`src/design/sdspi_pkg.sv`:
```
package sdspi_pkg;

    localparam int BlockBytes = 512;
    localparam int RegisterBytes = 16;

    typedef enum logic [2:0] {
        CMD_INIT = 3'd0,
        CMD_READ = 3'd1,
        CMD_WRITE = 3'd2,
        CMD_REG = 3'd3,
        CMD_BYTE = 3'd4
    } t_cmd;

    typedef enum logic [2:0] {
        ST_OK = 3'd0,
        ST_NO_CARD = 3'd1,
        ST_BAD_R1 = 3'd2,
        ST_TOKEN_TO = 3'd3,
        ST_WR_REJECT = 3'd4,
        ST_BUSY_TO = 3'd5
    } t_status;

    typedef enum logic [2:0] {
        KIND_NONE = 3'd0,
        KIND_MMC = 3'd1,
        KIND_V1 = 3'd2,
        KIND_V2 = 3'd3,
        KIND_V2HC = 3'd4
    } t_kind;

    typedef enum logic [2:0] {
        REG_READY_TO = 3'd0,
        REG_TOKEN_TO = 3'd1,
        REG_RESP_POLLS = 3'd2,
        REG_IDLE_RETRIES = 3'd3,
        REG_INIT_RETRIES = 3'd4
    } t_reg_index;

    typedef struct packed {
        logic [2:0] cmd;
        logic [31:0] sector;
        logic [7:0] block_count;
        logic reg_select;
        logic [7:0] rx_byte;
        logic [7:0] write_data;
    } t_in_req;

    typedef struct packed {
        logic [7:0] tx_byte;
        logic tx_valid;
        logic select_active;
        logic fast_clock;
        logic [7:0] read_byte;
        logic read_valid;
        logic wants_data;
        logic done_res;
        logic [2:0] status;
        logic [7:0] card_response;
        logic [2:0] card_kind;
    } t_out_req;

    typedef struct packed {
        logic [23:0] ready_timeout;
        logic [15:0] token_timeout;
        logic [7:0] response_polls;
        logic [7:0] idle_retries;
        logic [15:0] init_retries;
    } t_cfg;

endpackage

```
`src/design/sdspi_cfg_regs.sv`:
```
module sdspi_cfg_regs (
    input  logic i_clk,
    input  logic i_rst_n,
    input  logic i_cfg_valid,
    output logic o_cfg_ready,
    input  logic [2:0] i_cfg_index,
    input  logic [23:0] i_cfg_data,
    output sdspi_pkg::t_cfg o_cfg
);

    sdspi_pkg::t_cfg r_cfg;

    assign o_cfg_ready = 1'b1;
    assign o_cfg = r_cfg;

    always_ff @(posedge i_clk) begin
        if (!i_rst_n) begin
            r_cfg.ready_timeout <= 24'hFFFFFF;
            r_cfg.token_timeout <= 16'hFFFF;
            r_cfg.response_polls <= 8'd32;
            r_cfg.idle_retries <= 8'd21;
            r_cfg.init_retries <= 16'hFFFF;
        end else if (i_cfg_valid) begin
            case (i_cfg_index)
                sdspi_pkg::REG_READY_TO: r_cfg.ready_timeout <= i_cfg_data;
                sdspi_pkg::REG_TOKEN_TO: r_cfg.token_timeout <= i_cfg_data[15:0];
                sdspi_pkg::REG_RESP_POLLS: r_cfg.response_polls <= i_cfg_data[7:0];
                sdspi_pkg::REG_IDLE_RETRIES: r_cfg.idle_retries <= i_cfg_data[7:0];
                sdspi_pkg::REG_INIT_RETRIES: r_cfg.init_retries <= i_cfg_data[15:0];
                default: ;
            endcase
        end
    end

endmodule

```
`src/design/sdspi_engine.sv`:
```
module sdspi_engine (
    input  logic i_clk,
    input  logic i_rst_n,
    input  logic i_go,
    input  sdspi_pkg::t_in_req i_req,
    input  sdspi_pkg::t_cfg i_cfg,
    output sdspi_pkg::t_out_req o_res
);

    typedef enum logic [4:0] {
        PH_IDLE, PH_PRE, PH_DESEL, PH_READY, PH_SELFAIL, PH_CMD, PH_RESP, PH_TRAIL,
        PH_TOKEN, PH_DATA, PH_CRC, PH_WREADY, PH_WTOKEN, PH_WDATA, PH_WCRC, PH_WRESP,
        PH_STOPTOK
    } t_phase;

    typedef enum logic [2:0] {
        OP_NONE, OP_INIT, OP_READ, OP_WRITE, OP_REG
    } t_op;

    t_phase r_phase, n_phase;
    t_op r_op, n_op;
    logic [2:0] r_card_type, n_card_type, r_kind_wip, n_kind_wip;
    logic [2:0] r_result_code, n_result_code;
    logic r_clock_fast, n_clock_fast;
    logic [31:0] r_address, n_address, r_trailer, n_trailer;
    logic [7:0] r_blocks_left, n_blocks_left, r_last_r1, n_last_r1;
    logic [9:0] r_byte_index, n_byte_index;
    logic [23:0] r_poll_count, n_poll_count;
    logic [15:0] r_attempt, n_attempt;
    logic [5:0] r_cur_cmd, n_cur_cmd;
    sdspi_pkg::t_out_req n_res;

    logic [31:0] w_arg;
    logic [7:0] w_rx, w_n;
    logic [23:0] w_poll_inc;
    logic [15:0] w_att_inc;
    logic [9:0] w_bi_inc, w_len;
    logic [31:0] w_trail_next;

    function automatic logic [7:0] f_cmd_byte(input logic [5:0] cc, input logic [31:0] a,
                                              input logic [9:0] k);
        logic [7:0] v;
        case (k)
            10'd0: v = {2'b01, cc};
            10'd1: v = a[31:24];
            10'd2: v = a[23:16];
            10'd3: v = a[15:8];
            10'd4: v = a[7:0];
            10'd5: v = (cc == 6'd0) ? 8'h95 : ((cc == 6'd8) ? 8'h87 : 8'h01);
            default: v = 8'hFF;
        endcase
        return v;
    endfunction

    always_comb begin
        case (r_cur_cmd)
            6'd8: w_arg = 32'h1AA;
            6'd16: w_arg = 32'(sdspi_pkg::BlockBytes);
            6'd23: w_arg = {24'd0, r_blocks_left};
            6'd17, 6'd18, 6'd24, 6'd25, 6'd41: w_arg = r_address;
            default: w_arg = 32'd0;
        endcase
    end

    assign w_rx = i_req.rx_byte;
    assign w_poll_inc = r_poll_count + 24'd1;
    assign w_att_inc = r_attempt + 16'd1;
    assign w_bi_inc = r_byte_index + 10'd1;
    assign w_len = (r_op == OP_REG) ? 10'(sdspi_pkg::RegisterBytes)
                                    : 10'(sdspi_pkg::BlockBytes);
    assign w_trail_next = {r_trailer[23:0], w_rx};
    assign w_n = (i_req.block_count == 8'd0) ? 8'd1 : i_req.block_count;

    always_comb begin
        logic [2:0] st;
        logic [7:0] r1;
        logic fin, fin_init, cdone, bcmd, rend, bend, spoll;
        logic [5:0] bc;
        logic [2:0] fst;
        t_phase sph;
        logic [2:0] kw;
        n_phase = r_phase; n_op = r_op; n_card_type = r_card_type; n_kind_wip = r_kind_wip;
        n_result_code = r_result_code; n_clock_fast = r_clock_fast; n_address = r_address;
        n_trailer = r_trailer; n_blocks_left = r_blocks_left; n_last_r1 = r_last_r1;
        n_byte_index = r_byte_index; n_poll_count = r_poll_count; n_attempt = r_attempt;
        n_cur_cmd = r_cur_cmd;
        n_res = '0;
        n_res.fast_clock = r_clock_fast;
        st = 3'd0; r1 = 8'd0; fin = 1'b0; fin_init = 1'b0; cdone = 1'b0; bcmd = 1'b0;
        rend = 1'b0; bend = 1'b0; spoll = 1'b0; bc = 6'd0; fst = 3'd0; sph = PH_IDLE;
        kw = r_kind_wip;

        if (i_go) begin
            if (i_req.cmd <= sdspi_pkg::CMD_REG) begin
                if (r_phase == PH_IDLE) begin
                    if (i_req.cmd == sdspi_pkg::CMD_INIT) begin
                        n_op = OP_INIT; n_clock_fast = 1'b0; n_card_type = 3'd0;
                        kw = 3'd0; n_address = '0; n_attempt = '0;
                        n_byte_index = '0;
                        n_res.tx_byte = 8'hFF; n_res.tx_valid = 1'b1;
                        n_res.fast_clock = 1'b0;
                        n_phase = PH_PRE;
                    end else if (r_card_type == sdspi_pkg::KIND_NONE) begin
                        n_res.done_res = 1'b1; n_res.status = sdspi_pkg::ST_NO_CARD;
                    end else begin
                        n_result_code = 3'd0;
                        if (i_req.cmd == sdspi_pkg::CMD_REG) begin
                            n_op = OP_REG; bcmd = 1'b1;
                            bc = i_req.reg_select ? 6'd9 : 6'd10;
                        end else begin
                            n_blocks_left = w_n;
                            n_address = (r_card_type == sdspi_pkg::KIND_V2HC) ? i_req.sector
                                        : {i_req.sector[22:0], 9'd0};
                            bcmd = 1'b1;
                            if (i_req.cmd == sdspi_pkg::CMD_READ) begin
                                n_op = OP_READ; bc = (w_n == 8'd1) ? 6'd17 : 6'd18;
                            end else begin
                                n_op = OP_WRITE;
                                if (w_n == 8'd1) bc = 6'd24;
                                else if (r_card_type != sdspi_pkg::KIND_MMC) bc = 6'd55;
                                else bc = 6'd25;
                            end
                        end
                    end
                end
            end else if (i_req.cmd == sdspi_pkg::CMD_BYTE && r_phase != PH_IDLE) begin
                case (r_phase)
                    PH_PRE: begin
                        n_byte_index = w_bi_inc;
                        if (w_bi_inc < 10'd10) begin
                            n_res.tx_byte = 8'hFF; n_res.tx_valid = 1'b1;
                        end else begin
                            bcmd = 1'b1; bc = 6'd0;
                        end
                    end
                    PH_DESEL: begin
                        n_poll_count = '0;
                        n_res.tx_byte = 8'hFF; n_res.tx_valid = 1'b1;
                        n_res.select_active = 1'b1;
                        n_phase = PH_READY;
                    end
                    PH_READY: begin
                        n_res.tx_valid = 1'b1;
                        if (w_rx == 8'hFF) begin
                            n_byte_index = '0;
                            n_res.tx_byte = f_cmd_byte(r_cur_cmd, w_arg, 10'd0);
                            n_res.select_active = 1'b1;
                            n_phase = PH_CMD;
                        end else begin
                            n_poll_count = w_poll_inc;
                            n_res.tx_byte = 8'hFF;
                            if (w_poll_inc >= i_cfg.ready_timeout) n_phase = PH_SELFAIL;
                            else n_res.select_active = 1'b1;
                        end
                    end
                    PH_SELFAIL: begin
                        n_last_r1 = 8'hFF; cdone = 1'b1; r1 = 8'hFF;
                    end
                    PH_CMD: begin
                        if (r_byte_index >= ((r_cur_cmd == 6'd12) ? 10'd6 : 10'd5)) begin
                            spoll = 1'b1; sph = PH_RESP;
                        end else begin
                            n_byte_index = w_bi_inc;
                            n_res.tx_byte = f_cmd_byte(r_cur_cmd, w_arg, w_bi_inc);
                            n_res.tx_valid = 1'b1; n_res.select_active = 1'b1;
                        end
                    end
                    PH_RESP: begin
                        n_poll_count = w_poll_inc;
                        if (w_rx[7] && w_poll_inc < {16'd0, i_cfg.response_polls}) begin
                            n_res.tx_byte = 8'hFF; n_res.tx_valid = 1'b1;
                            n_res.select_active = 1'b1;
                        end else begin
                            n_last_r1 = w_rx; cdone = 1'b1; r1 = w_rx;
                        end
                    end
                    PH_TRAIL: begin
                        n_trailer = w_trail_next;
                        n_byte_index = w_bi_inc;
                        if (w_bi_inc < 10'd4) begin
                            n_res.tx_byte = 8'hFF; n_res.tx_valid = 1'b1;
                            n_res.select_active = 1'b1;
                        end else if (r_cur_cmd == 6'd8) begin
                            if (w_trail_next[15:0] == 16'h01AA) begin
                                n_address = 32'h40000000; n_attempt = '0;
                                bcmd = 1'b1; bc = 6'd55;
                            end else fin_init = 1'b1;
                        end else begin
                            kw = w_trail_next[30] ? sdspi_pkg::KIND_V2HC : sdspi_pkg::KIND_V2;
                            fin_init = 1'b1;
                        end
                    end
                    PH_TOKEN: begin
                        if (w_rx == 8'hFE) begin
                            n_byte_index = '0;
                            n_res.tx_byte = 8'hFF; n_res.tx_valid = 1'b1;
                            n_res.select_active = 1'b1;
                            n_phase = PH_DATA;
                        end else begin
                            n_poll_count = w_poll_inc;
                            if (w_poll_inc >= {8'd0, i_cfg.token_timeout}) begin
                                rend = 1'b1; st = sdspi_pkg::ST_TOKEN_TO;
                            end else begin
                                n_res.tx_byte = 8'hFF; n_res.tx_valid = 1'b1;
                                n_res.select_active = 1'b1;
                            end
                        end
                    end
                    PH_DATA: begin
                        n_res.tx_byte = 8'hFF; n_res.tx_valid = 1'b1;
                        n_res.select_active = 1'b1;
                        n_res.read_byte = w_rx; n_res.read_valid = 1'b1;
                        if (w_bi_inc < w_len) n_byte_index = w_bi_inc;
                        else begin
                            n_byte_index = '0; n_phase = PH_CRC;
                        end
                    end
                    PH_CRC: begin
                        n_byte_index = w_bi_inc;
                        if (w_bi_inc < 10'd2) begin
                            n_res.tx_byte = 8'hFF; n_res.tx_valid = 1'b1;
                            n_res.select_active = 1'b1;
                        end else begin
                            rend = 1'b1; st = sdspi_pkg::ST_OK;
                        end
                    end
                    PH_WREADY: begin
                        if (w_rx == 8'hFF) begin
                            n_res.tx_valid = 1'b1; n_res.select_active = 1'b1;
                            if (r_cur_cmd == 6'd25 && r_blocks_left == 8'd0) begin
                                n_res.tx_byte = 8'hFD; n_phase = PH_STOPTOK;
                            end else begin
                                n_res.tx_byte = (r_cur_cmd == 6'd25) ? 8'hFC : 8'hFE;
                                n_res.wants_data = 1'b1; n_phase = PH_WTOKEN;
                            end
                        end else begin
                            n_poll_count = w_poll_inc;
                            if (w_poll_inc >= i_cfg.ready_timeout) begin
                                bend = 1'b1; st = sdspi_pkg::ST_BUSY_TO;
                            end else begin
                                n_res.tx_byte = 8'hFF; n_res.tx_valid = 1'b1;
                                n_res.select_active = 1'b1;
                            end
                        end
                    end
                    PH_WTOKEN: begin
                        n_byte_index = '0;
                        n_res.tx_byte = i_req.write_data; n_res.tx_valid = 1'b1;
                        n_res.select_active = 1'b1; n_res.wants_data = 1'b1;
                        n_phase = PH_WDATA;
                    end
                    PH_WDATA: begin
                        n_res.tx_valid = 1'b1; n_res.select_active = 1'b1;
                        if (w_bi_inc < 10'(sdspi_pkg::BlockBytes)) begin
                            n_byte_index = w_bi_inc;
                            n_res.tx_byte = i_req.write_data;
                            n_res.wants_data = (11'(w_bi_inc) + 11'd1
                                                < 11'(sdspi_pkg::BlockBytes));
                        end else begin
                            n_byte_index = '0; n_res.tx_byte = 8'hFF; n_phase = PH_WCRC;
                        end
                    end
                    PH_WCRC: begin
                        n_byte_index = w_bi_inc;
                        n_res.tx_byte = 8'hFF; n_res.tx_valid = 1'b1;
                        n_res.select_active = 1'b1;
                        if (w_bi_inc >= 10'd2) n_phase = PH_WRESP;
                    end
                    PH_WRESP: begin
                        bend = 1'b1;
                        st = (w_rx[4:0] != 5'h05) ? sdspi_pkg::ST_WR_REJECT : sdspi_pkg::ST_OK;
                    end
                    PH_STOPTOK: begin
                        fin = 1'b1; fst = r_result_code;
                    end
                    default: begin
                        n_phase = PH_IDLE; n_op = OP_NONE;
                    end
                endcase
            end
        end

        // Command completion.
        if (cdone) begin
            if (r_op == OP_INIT) begin
                case (r_cur_cmd)
                    6'd0: begin
                        if (r1 == 8'h01) begin
                            bcmd = 1'b1; bc = 6'd8;
                        end else begin
                            n_attempt = w_att_inc;
                            if (w_att_inc < {8'd0, i_cfg.idle_retries}) begin
                                bcmd = 1'b1; bc = 6'd0;
                            end else fin_init = 1'b1;
                        end
                    end
                    6'd8: begin
                        if (r1 == 8'h01) begin
                            n_trailer = '0; spoll = 1'b1; sph = PH_TRAIL;
                        end else begin
                            n_address = '0; kw = 3'd0; n_attempt = '0;
                            bcmd = 1'b1; bc = 6'd55;
                        end
                    end
                    6'd55: begin
                        bcmd = 1'b1; bc = 6'd41;
                    end
                    6'd41: begin
                        if (r_address != 32'd0 && r1 == 8'd0) begin
                            bcmd = 1'b1; bc = 6'd58;
                        end else if (r_address == 32'd0 && r_kind_wip == 3'd0) begin
                            n_attempt = '0; bcmd = 1'b1;
                            if (r1 <= 8'd1) begin
                                kw = sdspi_pkg::KIND_V1; bc = 6'd55;
                            end else begin
                                kw = sdspi_pkg::KIND_MMC; bc = 6'd1;
                            end
                        end else if (r_address == 32'd0 && r1 == 8'd0) begin
                            bcmd = 1'b1; bc = 6'd16;
                        end else begin
                            n_attempt = w_att_inc;
                            if (w_att_inc < i_cfg.init_retries) begin
                                bcmd = 1'b1; bc = 6'd55;
                            end else begin
                                kw = 3'd0; fin_init = 1'b1;
                            end
                        end
                    end
                    6'd1: begin
                        if (r1 == 8'd0) begin
                            bcmd = 1'b1; bc = 6'd16;
                        end else begin
                            n_attempt = w_att_inc;
                            if (w_att_inc < i_cfg.init_retries) begin
                                bcmd = 1'b1; bc = 6'd1;
                            end else begin
                                kw = 3'd0; fin_init = 1'b1;
                            end
                        end
                    end
                    6'd58: begin
                        if (r1 == 8'd0) begin
                            n_trailer = '0; spoll = 1'b1; sph = PH_TRAIL;
                        end else begin
                            kw = 3'd0; fin_init = 1'b1;
                        end
                    end
                    default: begin
                        if (r1 != 8'd0) kw = 3'd0;
                        fin_init = 1'b1;
                    end
                endcase
            end else begin
                case (r_cur_cmd)
                    6'd12: begin
                        fin = 1'b1; fst = r_result_code;
                    end
                    6'd55: begin
                        bcmd = 1'b1; bc = 6'd23;
                    end
                    6'd23: begin
                        bcmd = 1'b1; bc = 6'd25;
                    end
                    6'd24, 6'd25: begin
                        if (r1 != 8'd0) begin
                            fin = 1'b1; fst = sdspi_pkg::ST_BAD_R1;
                        end else begin
                            spoll = 1'b1; sph = PH_WREADY;
                        end
                    end
                    default: begin
                        if (r1 != 8'd0) begin
                            fin = 1'b1; fst = sdspi_pkg::ST_BAD_R1;
                        end else begin
                            spoll = 1'b1; sph = PH_TOKEN;
                        end
                    end
                endcase
            end
        end

        if (rend) begin
            if (r_op == OP_READ && r_cur_cmd == 6'd18 && st == 3'd0
                && r_blocks_left != 8'd1) begin
                n_blocks_left = r_blocks_left - 8'd1;
                spoll = 1'b1; sph = PH_TOKEN;
            end else if (r_op == OP_READ && r_cur_cmd == 6'd18) begin
                if (st == 3'd0) n_blocks_left = r_blocks_left - 8'd1;
                n_result_code = st; bcmd = 1'b1; bc = 6'd12;
            end else begin
                fin = 1'b1; fst = st;
            end
        end

        if (bend) begin
            if (r_cur_cmd != 6'd25) begin
                fin = 1'b1; fst = st;
            end else if (r_blocks_left == 8'd0) begin
                fin = 1'b1; fst = (r_result_code != 3'd0) ? r_result_code : st;
            end else begin
                if (st == 3'd0) n_blocks_left = r_blocks_left - 8'd1;
                else begin
                    n_result_code = st; n_blocks_left = 8'd0;
                end
                spoll = 1'b1; sph = PH_WREADY;
            end
        end

        n_kind_wip = kw;

        if (bcmd) begin
            n_cur_cmd = bc;
            n_res.tx_byte = 8'hFF; n_res.tx_valid = 1'b1; n_res.select_active = 1'b0;
            n_phase = PH_DESEL;
        end
        if (spoll) begin
            n_poll_count = '0; n_byte_index = '0;
            n_res.tx_byte = 8'hFF; n_res.tx_valid = 1'b1; n_res.select_active = 1'b1;
            n_phase = sph;
        end
        if (fin_init) begin
            n_card_type = kw;
            fin = 1'b1;
            fst = (kw != 3'd0) ? sdspi_pkg::ST_OK : sdspi_pkg::ST_NO_CARD;
        end
        if (fin) begin
            n_res.tx_byte = 8'hFF; n_res.tx_valid = 1'b1; n_res.select_active = 1'b0;
            n_res.done_res = 1'b1; n_res.status = fst;
            n_phase = PH_IDLE; n_op = OP_NONE;
        end
        if (fin_init) n_clock_fast = 1'b1;

        n_res.card_response = n_last_r1;
        n_res.card_kind = n_card_type;
    end

    always_ff @(posedge i_clk) begin
        if (!i_rst_n) begin
            r_phase <= PH_IDLE; r_op <= OP_NONE; r_card_type <= '0; r_kind_wip <= '0;
            r_result_code <= '0; r_clock_fast <= 1'b0; r_address <= '0; r_trailer <= '0;
            r_blocks_left <= '0; r_last_r1 <= 8'hFF; r_byte_index <= '0;
            r_poll_count <= '0; r_attempt <= '0; r_cur_cmd <= '0;
        end else if (i_go) begin
            r_phase <= n_phase; r_op <= n_op; r_card_type <= n_card_type;
            r_kind_wip <= n_kind_wip; r_result_code <= n_result_code;
            r_clock_fast <= n_clock_fast; r_address <= n_address; r_trailer <= n_trailer;
            r_blocks_left <= n_blocks_left; r_last_r1 <= n_last_r1;
            r_byte_index <= n_byte_index; r_poll_count <= n_poll_count;
            r_attempt <= n_attempt; r_cur_cmd <= n_cur_cmd;
        end
    end

    assign o_res = n_res;

`ifndef NO_ASSERTIONS
    a_idle_no_op: assert property (@(posedge i_clk) disable iff (!i_rst_n)
        (r_phase == PH_IDLE) |-> (r_op == OP_NONE))
        else $error("idle phase with an operation pending");
    a_done_idle: assert property (@(posedge i_clk) disable iff (!i_rst_n)
        (i_go && n_res.done_res) |=> (r_phase == PH_IDLE))
        else $error("done without returning to idle");
    a_read_sel: assert property (@(posedge i_clk) disable iff (!i_rst_n)
        (i_go && n_res.read_valid) |-> n_res.select_active)
        else $error("read byte while deselected");
    a_fast_after_init: assert property (@(posedge i_clk) disable iff (!i_rst_n)
        (i_go && n_res.done_res && r_op == OP_INIT) |=> r_clock_fast)
        else $error("init finished on slow clock");
`endif

endmodule

```
`src/design/sd_spi_host_engine_core.sv`:
```
// Channel   Direction  Handshake              Payload
// input     in         i_in_valid/o_in_stall  sdspi_pkg::t_in_req
// output    out        o_out_valid/i_out_stall sdspi_pkg::t_out_req
// config    in         i_cfg_valid/o_cfg_ready index 3 bits, data 24 bits
// Each result is formed combinationally and registered; one request per cycle unless stalled.
// A skid register lets a request be taken while the previous result waits.
// Reset is synchronous and active low; configuration is ready at once.
// The input is stalled only while both the output and skid registers are full.
module sd_spi_host_engine_core (
    input  logic i_clk,
    input  logic i_rst_n,
    input  logic i_in_valid,
    output logic o_in_stall,
    input  sdspi_pkg::t_in_req i_in_data,
    output logic o_out_valid,
    input  logic i_out_stall,
    output sdspi_pkg::t_out_req o_out_data,
    input  logic i_cfg_valid,
    output logic o_cfg_ready,
    input  logic [2:0] i_cfg_index,
    input  logic [23:0] i_cfg_data
);

    sdspi_pkg::t_cfg w_cfg;
    sdspi_pkg::t_out_req w_res, r_out, r_skid;
    logic r_out_v, r_skid_v, w_go, w_pop;

    sdspi_cfg_regs u_cfg (
        .i_clk(i_clk), .i_rst_n(i_rst_n), .i_cfg_valid(i_cfg_valid),
        .o_cfg_ready(o_cfg_ready), .i_cfg_index(i_cfg_index), .i_cfg_data(i_cfg_data),
        .o_cfg(w_cfg)
    );

    assign o_in_stall = r_skid_v;
    assign w_go = i_in_valid && !r_skid_v;
    assign w_pop = r_out_v && !i_out_stall;

    sdspi_engine u_eng (
        .i_clk(i_clk), .i_rst_n(i_rst_n), .i_go(w_go), .i_req(i_in_data),
        .i_cfg(w_cfg), .o_res(w_res)
    );

    always_ff @(posedge i_clk) begin
        if (!i_rst_n) begin
            r_out_v <= 1'b0; r_skid_v <= 1'b0;
        end else begin
            if (r_skid_v) begin
                if (w_pop) begin
                    r_out <= r_skid; r_skid_v <= 1'b0;
                end
            end else if (w_go) begin
                if (!r_out_v || w_pop) begin
                    r_out <= w_res; r_out_v <= 1'b1;
                end else begin
                    r_skid <= w_res; r_skid_v <= 1'b1;
                end
            end else if (w_pop) begin
                r_out_v <= 1'b0;
            end
        end
    end

    assign o_out_valid = r_out_v;
    assign o_out_data = r_out;

`ifndef NO_ASSERTIONS
    a_skid_needs_out: assert property (@(posedge i_clk) disable iff (!i_rst_n)
        r_skid_v |-> r_out_v)
        else $error("skid full while output empty");
    a_no_accept_full: assert property (@(posedge i_clk) disable iff (!i_rst_n)
        (r_skid_v && !w_pop) |=> r_skid_v)
        else $error("skid lost a result");
    a_go_when_space: assert property (@(posedge i_clk) disable iff (!i_rst_n)
        w_go |=> r_out_v)
        else $error("accepted request produced no result");
`endif

endmodule

```
`config.mk`:
```
export PLATFORM = sky130hd
export DESIGN_NAME = sd_spi_host_engine_core
export DESIGN_NICKNAME = d
export VERILOG_FILES = /design/src/design/sdspi_pkg.sv /design/src/design/sdspi_cfg_regs.sv /design/src/design/sdspi_engine.sv /design/src/design/sd_spi_host_engine_core.sv
export SDC_FILE = /design/constraint.sdc
export NUM_CORES = 1
export LEC_CHECK = 0
export BUFFER_PORTS_ARGS = -buffer_cell sky130_fd_sc_hd__buf_4
export CAP_MARGIN = 10
export CELL_PAD_IN_SITES_DETAIL_PLACEMENT = 1
export CELL_PAD_IN_SITES_GLOBAL_PLACEMENT = 1
export CORE_MARGIN = 2
export CORE_UTILIZATION = 43
export CTS_BUF_LIST = sky130_fd_sc_hd__clkbuf_4
export CTS_CLUSTER_DIAMETER = 120
export CTS_CLUSTER_SIZE = 8
export DETAILED_ROUTE_END_ITERATION = 7
export PLACE_DENSITY_LB_ADDON = 0.1
export REMOVE_ABC_BUFFERS = 1
export SLEW_MARGIN = 25
export SYNTH_ARGS = -nofsm -noshare
export SYNTH_HDL_FRONTEND = slang
export SYNTH_SLANG_ARGS = --single-unit
```
`constraint.sdc`:
```
create_clock -name i_clk -period 4.9 [get_ports i_clk]
set_input_delay 0.49 -clock i_clk [delete_from_list [all_inputs] [get_ports i_clk]]
set_output_delay 0.49 -clock i_clk [all_outputs]
set_load 0.01 [all_outputs]
```
==> impl_metrics.toml <==
[status]
status = "complete, no violations"

[cts]
cts_tree = "yes"
cts_buffer_depth = 3
ctsRootBufferMaster = "clkbuf_4"
cts_max_level = 2
cts.sinks = 278
cts_inserted_buffers = 40
clk_latency_ns = 0.79
clkTransAtPathRegs_ns = 0.12

[yosys]
avgSynthCellArea_um2 = 8.00
synth_seq_cells = 278
synth_edf_count = 72
yosys_warnings = 0
synthFlopType = "dfxtp_1"
synthArstFlopShare = 0
synthesis.area_um2 = 17800
ys_seq_area_frac = 0.354
synthCells = 2221
synthDistinctLibCells = 101

[job]
maxCapViolations = 0

[global_route]
grt_pass1_wl_mm = 104
antenna_found_initial = 3
grtUsageTotal = 0.305
grt_pass1_vias = 18100
busiest_layer = "met2"
overflow = 0
use_met3 = 0.0480
grt_max_degree = 79
grt_use_met1 = 0.409
met2_usage = 0.499

[timing]
finalCritPeriodShare = 0.960
finalWorstSetupSlack_ns = 0.194
skew_ns = 0.0678
fmax_mhz = 212
slew_headroom = 0.359
fin_crit_ns = 4.71
hold_viol = 0
setup_viol = 0
drv_slew = 0
rsz0062_at_grt = "false"
worst_pin_slew_ns = 0.962

[die]
dieHeight_um = 207
std_cell_rows = 74
dieArea_um2 = 43000
pin_count = 131
coreArea_um2 = 40800
die_x_um = 207
initial_utilization = 0.435

[layout]
area_growth_pct = 15.9
layout.nets = 2556
drive_gt1_frac = 0.161
num-fill-cells = 4972
final_core_utilization = 0.505

[worst_setup_path]
cp.arrival_ns = 5.18
crit_path_end_kind = "register"
r2r_start = "u_eng.r_poll_count[1]$_SDFFE_PN0P_"
worstSetupPathType = "register to register"
worstSetupStartpointType = "register"
startpoint = "u_eng.r_poll_count[1]$_SDFFE_PN0P_"
critPathRequiredTime_ns = 5.37
cp_max_fo = 6

[pwr]
leakage_nw = 8.58
power_density_nw_per_um2 = 218
ir_drop_v = 0.000141

[drt]
vias = 18100
routed_wl_mm = 67.9
viasPerCell = 6.18
drt_iter0_drc = 1462
ant_nets = 0
wl_per_cell_um = 23.1
dr.pass1.iters = 6
drc = 0

[place]
portBuffers = 129
place_congestion = 1.01
dpl.hpwl_mm = 51.2
pre_cts_slack_ns = -0.0893

[hold_path]
hp-class = "input port to register"
hold_start = "i_in_valid"
==> sequential cells by signal, summed over array words and instances (netlist names), 5 cells and up <==
name,flops
u_cfg.o_cfg,72
o_out_data,36
r_skid,36
u_eng.r_address,32
u_eng.r_poll_count,24
u_eng.r_attempt,16
u_eng.r_byte_index,10
u_eng.r_trailer,10
u_eng.r_blocks_left,8
u_eng.r_last_r1,8
u_eng.r_cur_cmd,6
u_eng.r_phase,5
==> placed cells by master (no fill, tap or decap), types with 14 or more instances in the layout <==
cell           instances
or3_1                 18
and3_1                26
a21o_1                16
o21ai_0               98
nor3_1                50
nor2_1               193
mux2_2                18
clkbuf_4              54
a211oi_1              17
nand2_1              311
xor2_1                14
buf_4                223
nand4_1               31
edfxtp_1              72
a21oi_1              166
inv_1                118
ha_1                  80
nand3_1               66
and2_1                26
nand2b_1              28
nor2b_1               14
dlygate4sd3_1         37
dfxtp_1              205
o211ai_1              84
xnor2_1               30
o31ai_1               14
a22oi_1               36
a31oi_1               28
a22o_1                15
nor4_1                28
mux2i_1               22
==> logic make-up (layout without fill, tap and decap cells) <==
family	after synthesis	after routing	synth area share
other	1	3	0.000211
AOI/OAI and AO/OA	630	630	0.244
xor gates and xnor gates	46	46	0.0227
and+or+nand+nor	883	883	0.240
buffers and inverters	263	440	0.0589
muxes	40	40	0.0238
adders and majority gates	80	80	0.0563
DFF	278	278	0.354
==> worst max-delay path, stage by stage (launching register included) <==
cell	delay, ns
dfxtp_2	0.40
ha_1	0.21
nand3_2	0.10
or3_4	0.45
or4_4	0.54
nand2_1	0.13
ha_1	0.25
o21ai_0	0.18
o221ai_1	0.17
a21oi_2	0.17
buf_4	0.14
a21boi_1	0.34
nor2_1	0.10
o21ai_0	0.31
o211ai_1	0.30
a311oi_2	0.36
buf_4	0.18
o31ai_1	0.07
==> power by group <==
group | switching, mW | total, mW | leakage (nW) | internal (mW)
logic | 0.383 | 0.613 | 5.96 | 0.230
registers | 0.0414 | 2.46 | 2.36 | 2.41
clock network | 0.864 | 1.41 | 0.264 | 0.550
==> metrics by stage <==
stage,power (mW),setup TNS [ns],cell area [µm²],hold WS [ns],cells
after floorplan,2.79,0,17200,0.432,2078
after global placement,3.06,0,19500,0.444,2830
after detailed placement,3.09,-0.463,19600,0.450,2831
after CTS,4.53,0,20400,0.00305,2924
after global routing,4.68,0,20600,0.0529,2932
final,4.48,0,20600,0.0780,2932
==> cell type report <==
type	count	area, µm²	share of cell area
timing repair buffer	264	2120	0.103
clock buffer	54	405	0.0197
inverter	120	452	0.0219
tap	532	666	0.0323
antenna	2	5.00	0.000243
multi-input combinational	1680	10600	0.516
clock inverter	2	33.8	0.00164
sequential	278	6290	0.305
==> cell usage after synthesis (13+ instances only) <==
cell type  count  area [µm²]
or3_1         21         131
nor2_1       199         747
nand3_1       68         340
o31ai_1       15         113
mux2i_1       22         220
a21o_1        16         120
nand2b_1      28         175
edfxtp_1      72        2160
o211ai_1      84         631
nand2_1      311        1170
buf_1         14        52.6
nor2b_1       15        93.8
a22o_1        15         131
clkbuf_1     105         394
nor3_1        53         265
nor4_1        31         194
xnor2_1       30         263
a211oi_1      17         128
o21ai_0       98         490
a21oi_1      167         836
and3_1        27         169
buf_2         15        75.1
a22oi_1       36         270
ha_1          80        1000
o22ai_1       13        81.3
mux2_2        18         203
xor2_1        16         140
nand4_1       31         194
dfxtp_1      206        4120
and2_1        27         169
a31oi_1       30         188
inv_1        118         443
==> what timing repair did <==
item / CTS / global route
hold endpoints to repair: 79 / 0
pin swaps: 0 / 6
setup endpoints to repair: 13 / 73
cloned: 0 / 2
setup buffers: 0 / 4
resized for setup: 5 / 30
hold buffers: 37 / 0
==> path summary, 6_finish.rpt <==
kind / depth (start not counted) / slack, ns / to
worst max-delay path: 17 / 0.19 / o_out_data[11]$_DFFE_PP_
worst max register to register: 17 / 0.19 / o_out_data[11]$_DFFE_PP_
worst min register to register: 2 / 0.46 / u_cfg.o_cfg[25]$_SDFFE_PN0P_
worst min-delay path: 3 / 0.08 / o_in_stall$_SDFF_PN0_
==> per-layer routing <==
layer,part of all wire,wire length [µm]
met1,0.44,29700
met2,0.47,31700
met3,0.063,4260
met4,0.033,2230
met5,0.00018,12
Power figures use the tool's default switching activity.
